**src/design/bast_pkg.sv**
```systemverilog
// ----------------------------------------------------------------------------
// bast_pkg
// Shared types, codes and helpers for the bit array core: request codes,
// register map, control bundles and the word population count.
// ----------------------------------------------------------------------------
package bast_pkg;

	// Default sizing of the store
	localparam int MAX_BITS_DEF  = 4096;
	localparam int WORD_BITS_DEF = 32;

	// Request codes carried on the mode field
	localparam int MODE_W = 3;
	localparam logic [MODE_W-1:0] MODE_SET       = 3'd0;
	localparam logic [MODE_W-1:0] MODE_CLEAR     = 3'd1;
	localparam logic [MODE_W-1:0] MODE_TEST      = 3'd2;
	localparam logic [MODE_W-1:0] MODE_COUNT     = 3'd3;
	localparam logic [MODE_W-1:0] MODE_CLEAR_ALL = 3'd4;

	// Register map of the configuration port
	localparam int APB_ADDR_W = 3;
	localparam int APB_DATA_W = 32;
	localparam logic [APB_ADDR_W-1:0] ADDR_SIZE = 3'd0;

	// Byte mask used by the population count
	localparam logic [7:0] BYTE_MASK = 8'hff;

	// Widest word the count helper takes
	localparam int POP_IN_W  = 64;
	localparam int POP_OUT_W = 7;

	// Ones in each nibble value
	localparam logic [2:0] NIBBLE_ONES [16] = '{
		3'd0, 3'd1, 3'd1, 3'd2, 3'd1, 3'd2, 3'd2, 3'd3,
		3'd1, 3'd2, 3'd2, 3'd3, 3'd2, 3'd3, 3'd3, 3'd4
	};

	// Store control bundle from the sequencer
	typedef struct packed {
		logic rd_en;
		logic wr_en;
		logic clr_all;
	} st_ctrl_t;

	// Word unit control bundle from the sequencer
	typedef struct packed {
		logic op_set;
		logic op_clr;
		logic acc_clr;
		logic acc_en;
	} wu_ctrl_t;

	// Count the ones of a word, one byte at a time through the nibble table
	function automatic logic [POP_OUT_W-1:0] pop_count(input logic [POP_IN_W-1:0] w);
		logic [POP_OUT_W-1:0] total;
		logic [7:0]           byte_v;
		total = '0;
		for (int i = 0; i < POP_IN_W / 8; i++) begin
			byte_v = w[8*i +: 8] & BYTE_MASK;
			total  = total + POP_OUT_W'(NIBBLE_ONES[byte_v[3:0]])
				+ POP_OUT_W'(NIBBLE_ONES[byte_v[7:4]]);
		end
		return total;
	endfunction

endpackage

```
**src/design/bast_word_unit.sv**
```systemverilog
// ----------------------------------------------------------------------------
// bast_word_unit
// Shared word unit: picks out one bit, sets or clears it for the write
// back, and adds the word's population count into the running total.
// ----------------------------------------------------------------------------
module bast_word_unit #(
	parameter int WORD_BITS = 32,
	parameter int OW        = 5,
	parameter int CAPW      = 13
) (
	input  logic                 clk,
	input  logic                 arst_n,
	input  bast_pkg::wu_ctrl_t   ctrl,
	input  logic [WORD_BITS-1:0] word,
	input  logic [OW-1:0]        off,
	output logic [WORD_BITS-1:0] new_word,
	output logic                 bit_val,
	output logic [CAPW-1:0]      acc
);

	logic [WORD_BITS-1:0]               mask;
	logic [bast_pkg::POP_OUT_W-1:0]     ones;
	logic [CAPW-1:0]                    acc_q;

	// Select the addressed bit and build the modified word
	always_comb begin
		mask    = WORD_BITS'(1) << off;
		bit_val = |(word & mask);
		if (ctrl.op_set) begin
			new_word = word | mask;
		end else if (ctrl.op_clr) begin
			new_word = word & ~mask;
		end else begin
			new_word = word;
		end
	end

	assign ones = bast_pkg::pop_count(bast_pkg::POP_IN_W'(word));

	// Accumulate set bits over the walked words
	always_ff @(posedge clk or negedge arst_n) begin
		if (!arst_n) begin
			acc_q <= '0;
		end else if (ctrl.acc_clr) begin
			acc_q <= '0;
		end else if (ctrl.acc_en) begin
			acc_q <= acc_q + CAPW'(ones);
		end
	end

	assign acc = acc_q;

endmodule

```
**config.mk**
```make
export PLATFORM = sky130hd
export DESIGN_NAME = bast_word_unit
export DESIGN_NICKNAME = d
export VERILOG_FILES = /design/src/design/bast_pkg.sv /design/src/design/bast_word_unit.sv
export SDC_FILE = /design/constraint.sdc
export NUM_CORES = 1
export LEC_CHECK = 0
export ABC_AREA = 1
export BUFFER_PORTS_ARGS = -buffer_cell sky130_fd_sc_hd__buf_4
export CORE_MARGIN = 4
export CORE_UTILIZATION = 45
export DETAILED_ROUTE_END_ITERATION = 8
export GPL_ROUTABILITY_DRIVEN = 0
export PLACE_DENSITY = 0.81
export SYNTH_ARGS = -nofsm -noshare
export SYNTH_HDL_FRONTEND = slang
export SYNTH_SLANG_ARGS = --single-unit
```
**constraint.sdc**
```tcl
create_clock -name clk -period 5.4 [get_ports clk]
set_input_delay 0.81 -clock clk [delete_from_list [all_inputs] [get_ports clk]]
set_output_delay 0.81 -clock clk [all_outputs]
set_load 0.05 [all_outputs]
```
==> run metrics <==
hpwl dp between 7 and 8 mm; Clock Sinks 13; initial antenna violation count 0; minimum clock period 5.12 ns; per-cell routed wire length roughly 14 µm; mux cell area share after synthesis 0%; num ports between 80 and 90; WL final around 8.9 mm; largest net degree at the start of global routing 33; Synth Area in Compound Gates between 20% and 30%; Setup Viol. Count Final 0; area grow syn2layout 26.4%; DRC 0; Mean Syn Cell Area approximately 6.6 µm²; Rows 30; root buf cell clkbuf_8; fill count ~600; worst r2r path cells 19; Mapped Nets 571; Ys Warns 0; total number of vias approximately 3400; Ant. Diodes 0; setup TNS 0 ns; CTS tree built; fin nets approximately 650; top_reg_cell synth dfrtp_1; critical path peak fanout 4; CORE AREA 6760 µm²; asr flop ratio synth between 90% and 100%; Synth Area in Simple Gates about 22%; maximum clock path buffer count 2; Post-Route Utilization between 50% and 60%; Die H between 90 and 100 µm; Initial DRC Count 244; htree depth 1; Max-Cap Viols 0; pwr dens 437 nW/µm²; GRT Overall Usage 21.1%; vias in the first global route roughly 3300; period utilization a little over nine tenths; adder-cell area share of the yosys netlist 27.5%; Reg clk slew, reported paths 0.06 ns; Worst-Margin Slew just under 0.8 ns; largest family of logic cells by synthesized area adder cells; max reg flops 13; status finished clean; peak supply drop around 0.27 mV; final non-filler cell area 3950 µm²; GRT Residual Overflow 0; critical path class in2reg; Die Area about 8300 µm²; Hold Buf Count CTS 0; CP endpoint kind register; Post-synth EDFFs 0; initial core utilization 46.2%; Synth Register Bits 13; Placed Area roughly 3800 µm²; die width 91.3 µm; router iterations before antenna repair 5; layout cells sized above 1 a little over a fifth; CP Data Arrival Time between 5 and 6 ns; gate count of the mapped netlist roughly 470; required time of the critical path between 5 and 6 ns; clk_lat worst skew 0.25 ns; synthesized area 3120 µm²; Leakage ~2.0 nW; global-route wire length before repair roughly 15 mm; Routed Antenna Nets 0; FMAX slightly below 200 MHz; endpoints failing hold 0; Final Max Slew Viols 0; via/cell ratio 5.43; Worst Skew 0.00256 ns; Cell variety after synth 30; Slew headroom approximately 47%; crit start category input pin; Hold Crit Class in2async; sequential share of the synthesized area a little over a tenth; XOR/XNOR Fraction of Synth Area between 5 and 6%; input/output buffers just under 90; TritonCTS Buffers 3
-- logic make-up after synthesis --
family | after synthesis
compound gates | 122
xor+xnor | 20
fa+ha+maj | 56
buf+inv | 114
flops | 13
simple gates | 147
-- where the power goes --
group / switching (mW) / internal, mW / total (mW) / leakage (nW)
logic: 0.899 / 0.591 / 1.49 / 1.83
registers: 0.0173 / 0.125 / 0.142 / 0.176
clock network: 0.0392 / 0.0523 / 0.0915 / 0.0228
total: 0.956 / 0.768 / 1.72 / 2.03
-- cell usage in the layout (no fill, tap or decap) --
cell type	instances
a22oi_1	1
o22ai_1	18
o21ai_1	5
ha_4	2
nor2_1	41
inv_1	94
fa_2	1
o21ai_2	1
nor3_1	5
nand4_1	6
xnor2_1	5
a21oi_1	11
o31ai_1	1
nand2_1	51
fa_1	20
nor3_2	2
clkbuf_1	1
nor2_2	2
a32o_1	1
nand2_4	1
buf_4	90
xnor2_2	3
ha_1	33
nor3_4	2
dfrtp_1	13
o22a_1	1
clkbuf_8	3
o21ai_0	81
nand2_2	4
nand3b_1	2
nand3_1	31
xor2_1	12
inv_2	8
a31oi_1	2
-- worst max-delay path, stage by stage --
cell and delay [ns]:
buf_4 0.12, inv_1 0.11, ha_4 0.22, xnor2_2 0.13, xor2_1 0.18, fa_1 0.53, fa_1 0.55, inv_1 0.05
fa_1 0.56, inv_1 0.06, fa_1 0.44, inv_1 0.06, nand2_1 0.06, nand2_2 0.07, inv_1 0.06, fa_2 0.39
nand3b_1 0.17, nand3_1 0.10, inv_1 0.07, o21ai_2 0.17, nand2_2 0.09, nor3_1 0.18, nor2_1 0.08
-- cells in the mapped netlist, drive strengths merged (2+ instances only) --
library cell  count  area [µm²]
clkbuf            7        26.3
nor2             43         166
fa               21         420
a31oi             2        12.5
buf               5        27.5
nand2            56         225
o21ai            87         435
xnor2             8        70.1
o22ai            18         113
nand3            31         155
nor3              9        77.6
nand4             6        37.5
inv             102         383
nand3b            2        15.0
a21oi            11        55.1
ha               35         438
dfrtp            13         325
xor2             12         105
-- metrics by stage --
step	total power [mW]	cells	hold WS, ns	setup slack [ns]
global placement	1.54	628	0.510	0.0415
CTS	1.68	632	0.396	0.179
detailed placement	1.58	628	0.524	-0.0817
finish	1.72	634	0.395	0.280
floorplan	1.24	472	0.514	0.355
global route	1.96	634	0.404	-0.00275
-- path summary, 6_finish.rpt --
path,start,endpoint,slack [ns]
setup / recovery,word[4],acc[10],0.28
hold / removal,arst_n,acc[7],0.39
setup reg to reg,acc[0],acc[10],1.15
hold reg to reg,acc[6],acc[6],0.54
max in group asynchronous,arst_n,acc[1],4.84
min in group clk,acc[6],acc[6],0.54
-- final cells by class --
class / count / area, µm² / share of cell area, %
Clock buffer: 4 / 45.0 / 1.14
Inverter: 102 / 383 / 9.71
Multi-Input combinational cell: 345 / 2420 / 61.2
Tap cell: 80 / 100 / 2.54
Timing Repair Buffer: 90 / 676 / 17.1
Sequential cell: 13 / 325 / 8.25
-- what timing repair did --
action,4_1_cts,5_1_grt
endpoints found under the setup margin,0,4
setup buffers,0,2
gates resized for setup,0,11
endpoints found under the hold margin,0,0
-- layer usage --
metal / up-vias / part of all wire (%) / routed length (µm) / track usage (%)
met2: 144 / 52 / 4620 / 39.0
met1: 1588 / 39 / 3500 / 25.5
met5: - / 0 / 0 / 0
li1: 1696 / - / - / -
met4: 0 / 1.5 / 135 / 5.78
met3: 14 / 7.1 / 634 / 2.65
Note: power is estimated with default switching activity, not from simulation.
