[src/design/bast_pkg.sv]
// ----------------------------------------------------------------------------
// bast_pkg
// Shared types, codes and helpers for the bit array core: request codes,
// register map, control bundles and the word population count.
// ----------------------------------------------------------------------------
package bast_pkg;

	// Default sizing of the store
	localparam int MAX_BITS_DEF  = 4096;
	localparam int WORD_BITS_DEF = 32;

	// Request codes carried on the mode field
	localparam int MODE_W = 3;
	localparam logic [MODE_W-1:0] MODE_SET       = 3'd0;
	localparam logic [MODE_W-1:0] MODE_CLEAR     = 3'd1;
	localparam logic [MODE_W-1:0] MODE_TEST      = 3'd2;
	localparam logic [MODE_W-1:0] MODE_COUNT     = 3'd3;
	localparam logic [MODE_W-1:0] MODE_CLEAR_ALL = 3'd4;

	// Register map of the configuration port
	localparam int APB_ADDR_W = 3;
	localparam int APB_DATA_W = 32;
	localparam logic [APB_ADDR_W-1:0] ADDR_SIZE = 3'd0;

	// Byte mask used by the population count
	localparam logic [7:0] BYTE_MASK = 8'hff;

	// Widest word the count helper takes
	localparam int POP_IN_W  = 64;
	localparam int POP_OUT_W = 7;

	// Ones in each nibble value
	localparam logic [2:0] NIBBLE_ONES [16] = '{
		3'd0, 3'd1, 3'd1, 3'd2, 3'd1, 3'd2, 3'd2, 3'd3,
		3'd1, 3'd2, 3'd2, 3'd3, 3'd2, 3'd3, 3'd3, 3'd4
	};

	// Store control bundle from the sequencer
	typedef struct packed {
		logic rd_en;
		logic wr_en;
		logic clr_all;
	} st_ctrl_t;

	// Word unit control bundle from the sequencer
	typedef struct packed {
		logic op_set;
		logic op_clr;
		logic acc_clr;
		logic acc_en;
	} wu_ctrl_t;

	// Count the ones of a word, one byte at a time through the nibble table
	function automatic logic [POP_OUT_W-1:0] pop_count(input logic [POP_IN_W-1:0] w);
		logic [POP_OUT_W-1:0] total;
		logic [7:0]           byte_v;
		total = '0;
		for (int i = 0; i < POP_IN_W / 8; i++) begin
			byte_v = w[8*i +: 8] & BYTE_MASK;
			total  = total + POP_OUT_W'(NIBBLE_ONES[byte_v[3:0]])
				+ POP_OUT_W'(NIBBLE_ONES[byte_v[7:4]]);
		end
		return total;
	endfunction

endpackage

[src/design/bast_store.sv]
// ----------------------------------------------------------------------------
// bast_store
// Word store of the bit array: one write port, one read port with a
// registered read, and a valid bit per word so that reset and clear-all
// take effect at once. A word never written since then reads as zero.
// ----------------------------------------------------------------------------
module bast_store #(
	parameter int DEPTH     = 128,
	parameter int AW        = 7,
	parameter int WORD_BITS = 32
) (
	input  logic                 clk,
	input  logic                 arst_n,
	input  bast_pkg::st_ctrl_t   ctrl,
	input  logic [AW-1:0]        rd_addr,
	input  logic [AW-1:0]        wr_addr,
	input  logic [WORD_BITS-1:0] wr_data,
	output logic [WORD_BITS-1:0] rd_data
);

	logic [WORD_BITS-1:0] mem_q [DEPTH];
	logic [DEPTH-1:0]     vld_q;
	logic [WORD_BITS-1:0] rd_data_q;
	logic                 rd_vld_q;

	// Write and read the array
	always_ff @(posedge clk) begin
		if (ctrl.wr_en) begin
			mem_q[wr_addr] <= wr_data;
		end
		if (ctrl.rd_en) begin
			rd_data_q <= mem_q[rd_addr];
		end
	end

	// Track which words hold written data
	always_ff @(posedge clk or negedge arst_n) begin
		if (!arst_n) begin
			vld_q    <= '0;
			rd_vld_q <= 1'b0;
		end else begin
			if (ctrl.clr_all) begin
				vld_q <= '0;
			end else if (ctrl.wr_en) begin
				vld_q[wr_addr] <= 1'b1;
			end
			if (ctrl.rd_en) begin
				rd_vld_q <= vld_q[rd_addr];
			end
		end
	end

	// Drop data of words that are not valid
	assign rd_data = rd_vld_q ? rd_data_q : '0;

endmodule

[config.mk]
export PLATFORM = sky130hd
export DESIGN_NAME = bast_store
export DESIGN_NICKNAME = d
export VERILOG_FILES = /design/src/design/bast_pkg.sv /design/src/design/bast_store.sv
export SDC_FILE = /design/constraint.sdc
export NUM_CORES = 2
export LEC_CHECK = 0
export BUFFER_PORTS_ARGS = -buffer_cell sky130_fd_sc_hd__buf_2
export CAP_MARGIN = 20
export CORE_MARGIN = 5
export CORE_UTILIZATION = 55
export DETAILED_ROUTE_END_ITERATION = 16
export PLACE_DENSITY = 0.71
export SYNTH_ARGS = -nofsm -noshare
export SYNTH_HDL_FRONTEND = slang
export SYNTH_SLANG_ARGS = --single-unit
[constraint.sdc]
create_clock -name clk -period 5.2 [get_ports clk]
set_input_delay 0.52 -clock clk [delete_from_list [all_inputs] [get_ports clk]]
set_output_delay 0.52 -clock clk [all_outputs]
set_load 0.005 [all_outputs]
==> results.md <==
- #FFs+latches synth: 4257
- Leakage: 0.0575 uW
- Global route overflow: 0
- Max Freq: 0.278 GHz
- Crit-path cells: buf_8, buf_12, buf_4, mux4_2, mux4_2, o22ai_1, nor4_1
- Nets: 7185
- Final setup viols: 0
- Max Cap Violations: 0
- Worst clock skew: 0.0918 ns
- Worst Setup SP: rd_addr[1]
- GRT Overall Usage: 28.7%
- DPL Wire Length: 243 mm
- Initial antenna violation count: 37
- IO Count: 83
- Data required time of the critical path: 5.83 ns
- DR pass1 iterations: 6
- CTS sink cnt: 4257
- Kind of critical path: input pin to register
- Power Density: 387 nW/um^2
- Drt initial violations: 12.9k
- CP max-delay cell: o22ai_1
- Fillcell total: 19.0k
- Vias in the first global route: 78.3k
- Crit path max fanout: 60
- Post-DP Area: 170000 um^2
- PortBufs: 82
- Hold-fix buffers, CTS: 4
- Die area: 305000 um^2
- EDFF count, synth: 4128
- Core area: 293000 um^2
- Yosys cell types: 34
- Skew-Pair Late Insertion Delay: 1.01 ns
- Clock Path Buffers: 4
- Final worst-path cycle share: 69.2%
- Share of post-route cells with drive strength above 1: 33.3%
- Slew margin rel.: 16.6%
- H-tree depth: 5
- Most frequent CP cell: mux4_2
- Initial Util: 55.1%
- Status: complete, no violations
- Worst slew pin tran: 1.25 ns
- TritonCTS clock tree: done
- Commonest non-fill, non-tap cell in the layout: edfxtp_1
- Worst endpoint data arrival time: 4.22 ns
- Mapped Cells: 6611
- DR vias: 77.7k
- Inst Count DP: 10.6k
- Yosys synthesis warning count: 0
- Most used flip-flop cell after synthesis: edfxtp_1
- Chip width: 552 um
- Synth async-reset ratio: 3.03%
- Die Y-Extent: 552 um
- Antenna-violating nets left: 0
- Hold Startpoint: wr_data[9]
- Post-route cell area: 184000 um^2
- Slew Limit Fails: 0
- Final cell count without fillers: 11.4k
- Worst-case reg-to-reg path depth: 4
- Seq/Total Area, Yosys: 78.7%
- First-pass GRT wire length: 609 mm
- Worst r2r src: mem_q[71][20]$_DFFE_PP_
- Commonest cells after routing, fill and taps aside: edfxtp_1, mux4_2, clkbuf_16
- DRC: 0
- Syn Area/Cell: 24.4 um^2
- RD Place Congestion: 0.850
- Worst-path clk slew: 0.06 ns
- Largest net degree at the start of global routing: 110
- Fin. Hold Viols: 0
- Post_cts resized: 0
- Postcts setup bufs: 0
- Worst Hold Depth: 1
- Total Wirelength: 434 mm
- DR vias/cell: 6.81
- CP max stage delay: 0.96 ns
- Syn Nets: 6662
- CP Launch Type: input pin
- Area grow syn2layout: 13.6%
- Post-DR wirelength/cell: 38.0 um
- CTS Root Cell: clkbuf_16
- Crit end category: register
- Maximum vdd drop: 0.431 mV
- Hold Path Class: input pin to register
- Setup TNS: 0 ns
- Min Tclk post-route: 3.60 ns
- RSZ-0062 raised after global routing: no
- Site Rows: 199
- Post-Syn Area: 162000 um^2
- TritonCTS Buffers: 412
## path summary, 6_finish.rpt
kind | slack (ns) | endpoint
min in group asynchronous | 0.32 | vld_q[64]$_DFFE_PN0P_
setup / recovery | 1.60 | rd_data_q[25]$_DFFE_PP_
setup reg to reg | 2.38 | rd_data_q[20]$_DFFE_PP_
hold reg to reg | 0.50 | vld_q[7]$_DFFE_PN0P_
max in group asynchronous | 3.41 | vld_q[54]$_DFFE_PN0P_
hold / removal | 0.07 | mem_q[70][9]$_DFFE_PP_
## flip-flops by register name (all words and copies together), names as in the netlist
signal,cells
rd_data_q,32
vld_q,128
rd_vld_q,1
mem_q,4096
## metal layers
metal | wire, um | part of all wire (%) | global-route usage [%]
met5 | 78 | 0.018 | 0
met4 | 21500 | 5.0 | 12.3
met3 | 54200 | 12 | 6.94
met2 | 204000 | 47 | 43.6
met1 | 154000 | 36 | 40.8
## power by group
part / switching (uW) / internal [uW] / total (uW)
registers: 92.6 / 37800 / 37900
clock network: 12900 / 16900 / 29800
logic: 2110 / 1320 / 3430
total: 15100 / 56000 / 71100
## synthesized netlist by cell type, types with 2 or more instances
library cell	count	share of area, %
or3_1	3	0.012
nor2_1	386	0.90
buf_4	3	0.014
or2_2	5	0.019
mux4_2	1303	18
buf_6	3	0.021
nand3_1	17	0.053
dfrtp_1	129	2.0
and2_1	33	0.13
o2111ai_1	4	0.022
o21ba_2	3	0.019
a21oi_1	3	0.0093
nand4_1	4	0.015
nor4_1	32	0.12
buf_2	139	0.43
o22ai_1	128	0.50
buf_1	13	0.030
mux2_2	4	0.028
clkbuf_1	194	0.45
nand2_1	19	0.044
inv_1	2	0.0046
nand3b_1	6	0.028
mux2i_1	24	0.15
nor2b_1	8	0.031
a22oi_1	7	0.033
edfxtp_1	4128	77
nand2b_1	4	0.015
## cell type report
class | count | area [um^2] | area share (%)
clock inverter | 249 | 2670 | 1.46
multi-input combinational | 1999 | 33800 | 18.4
clock buffer | 503 | 10700 | 5.85
tap | 3919 | 4900 | 2.67
timing repair buffer | 461 | 4190 | 2.28
inverter | 3 | 18.8 | 0.0102
sequential | 4257 | 127000 | 69.3
antenna | 27 | 67.6 | 0.0368
## cells by family after synthesis
group	after synthesis	share of synthesized area, %
muxes	1331	18.3
DFF	4257	78.7
and+or+nand+nor	518	1.37
buffers and inverters	355	0.953
AOI/OAI and AO/OA	150	0.603
## worst max-delay path: cells and delay by family
family,cells,cell delay (ns)
mux,2,0.94
simple gates,1,0.09
buf+inv,3,1.45
compound gates,1,0.96
## through the flow
step / util (%) / setup slack, ns / power [uW] / hold WS (ns)
final: 62.6 / 1.60 / 71100 / 0.0723
after global routing: 62.6 / 1.68 / 73000 / 0.0675
after detailed placement: 58.0 / 0.804 / 42000 / 0.481
after CTS: 62.5 / 1.78 / 71400 / 0.0150
after global placement: 57.9 / 0.488 / 41900 / 0.473
after floorplan: - / 1.61 / 40300 / 0.224
No activity file was read; power rests on OpenSTA's default activity.
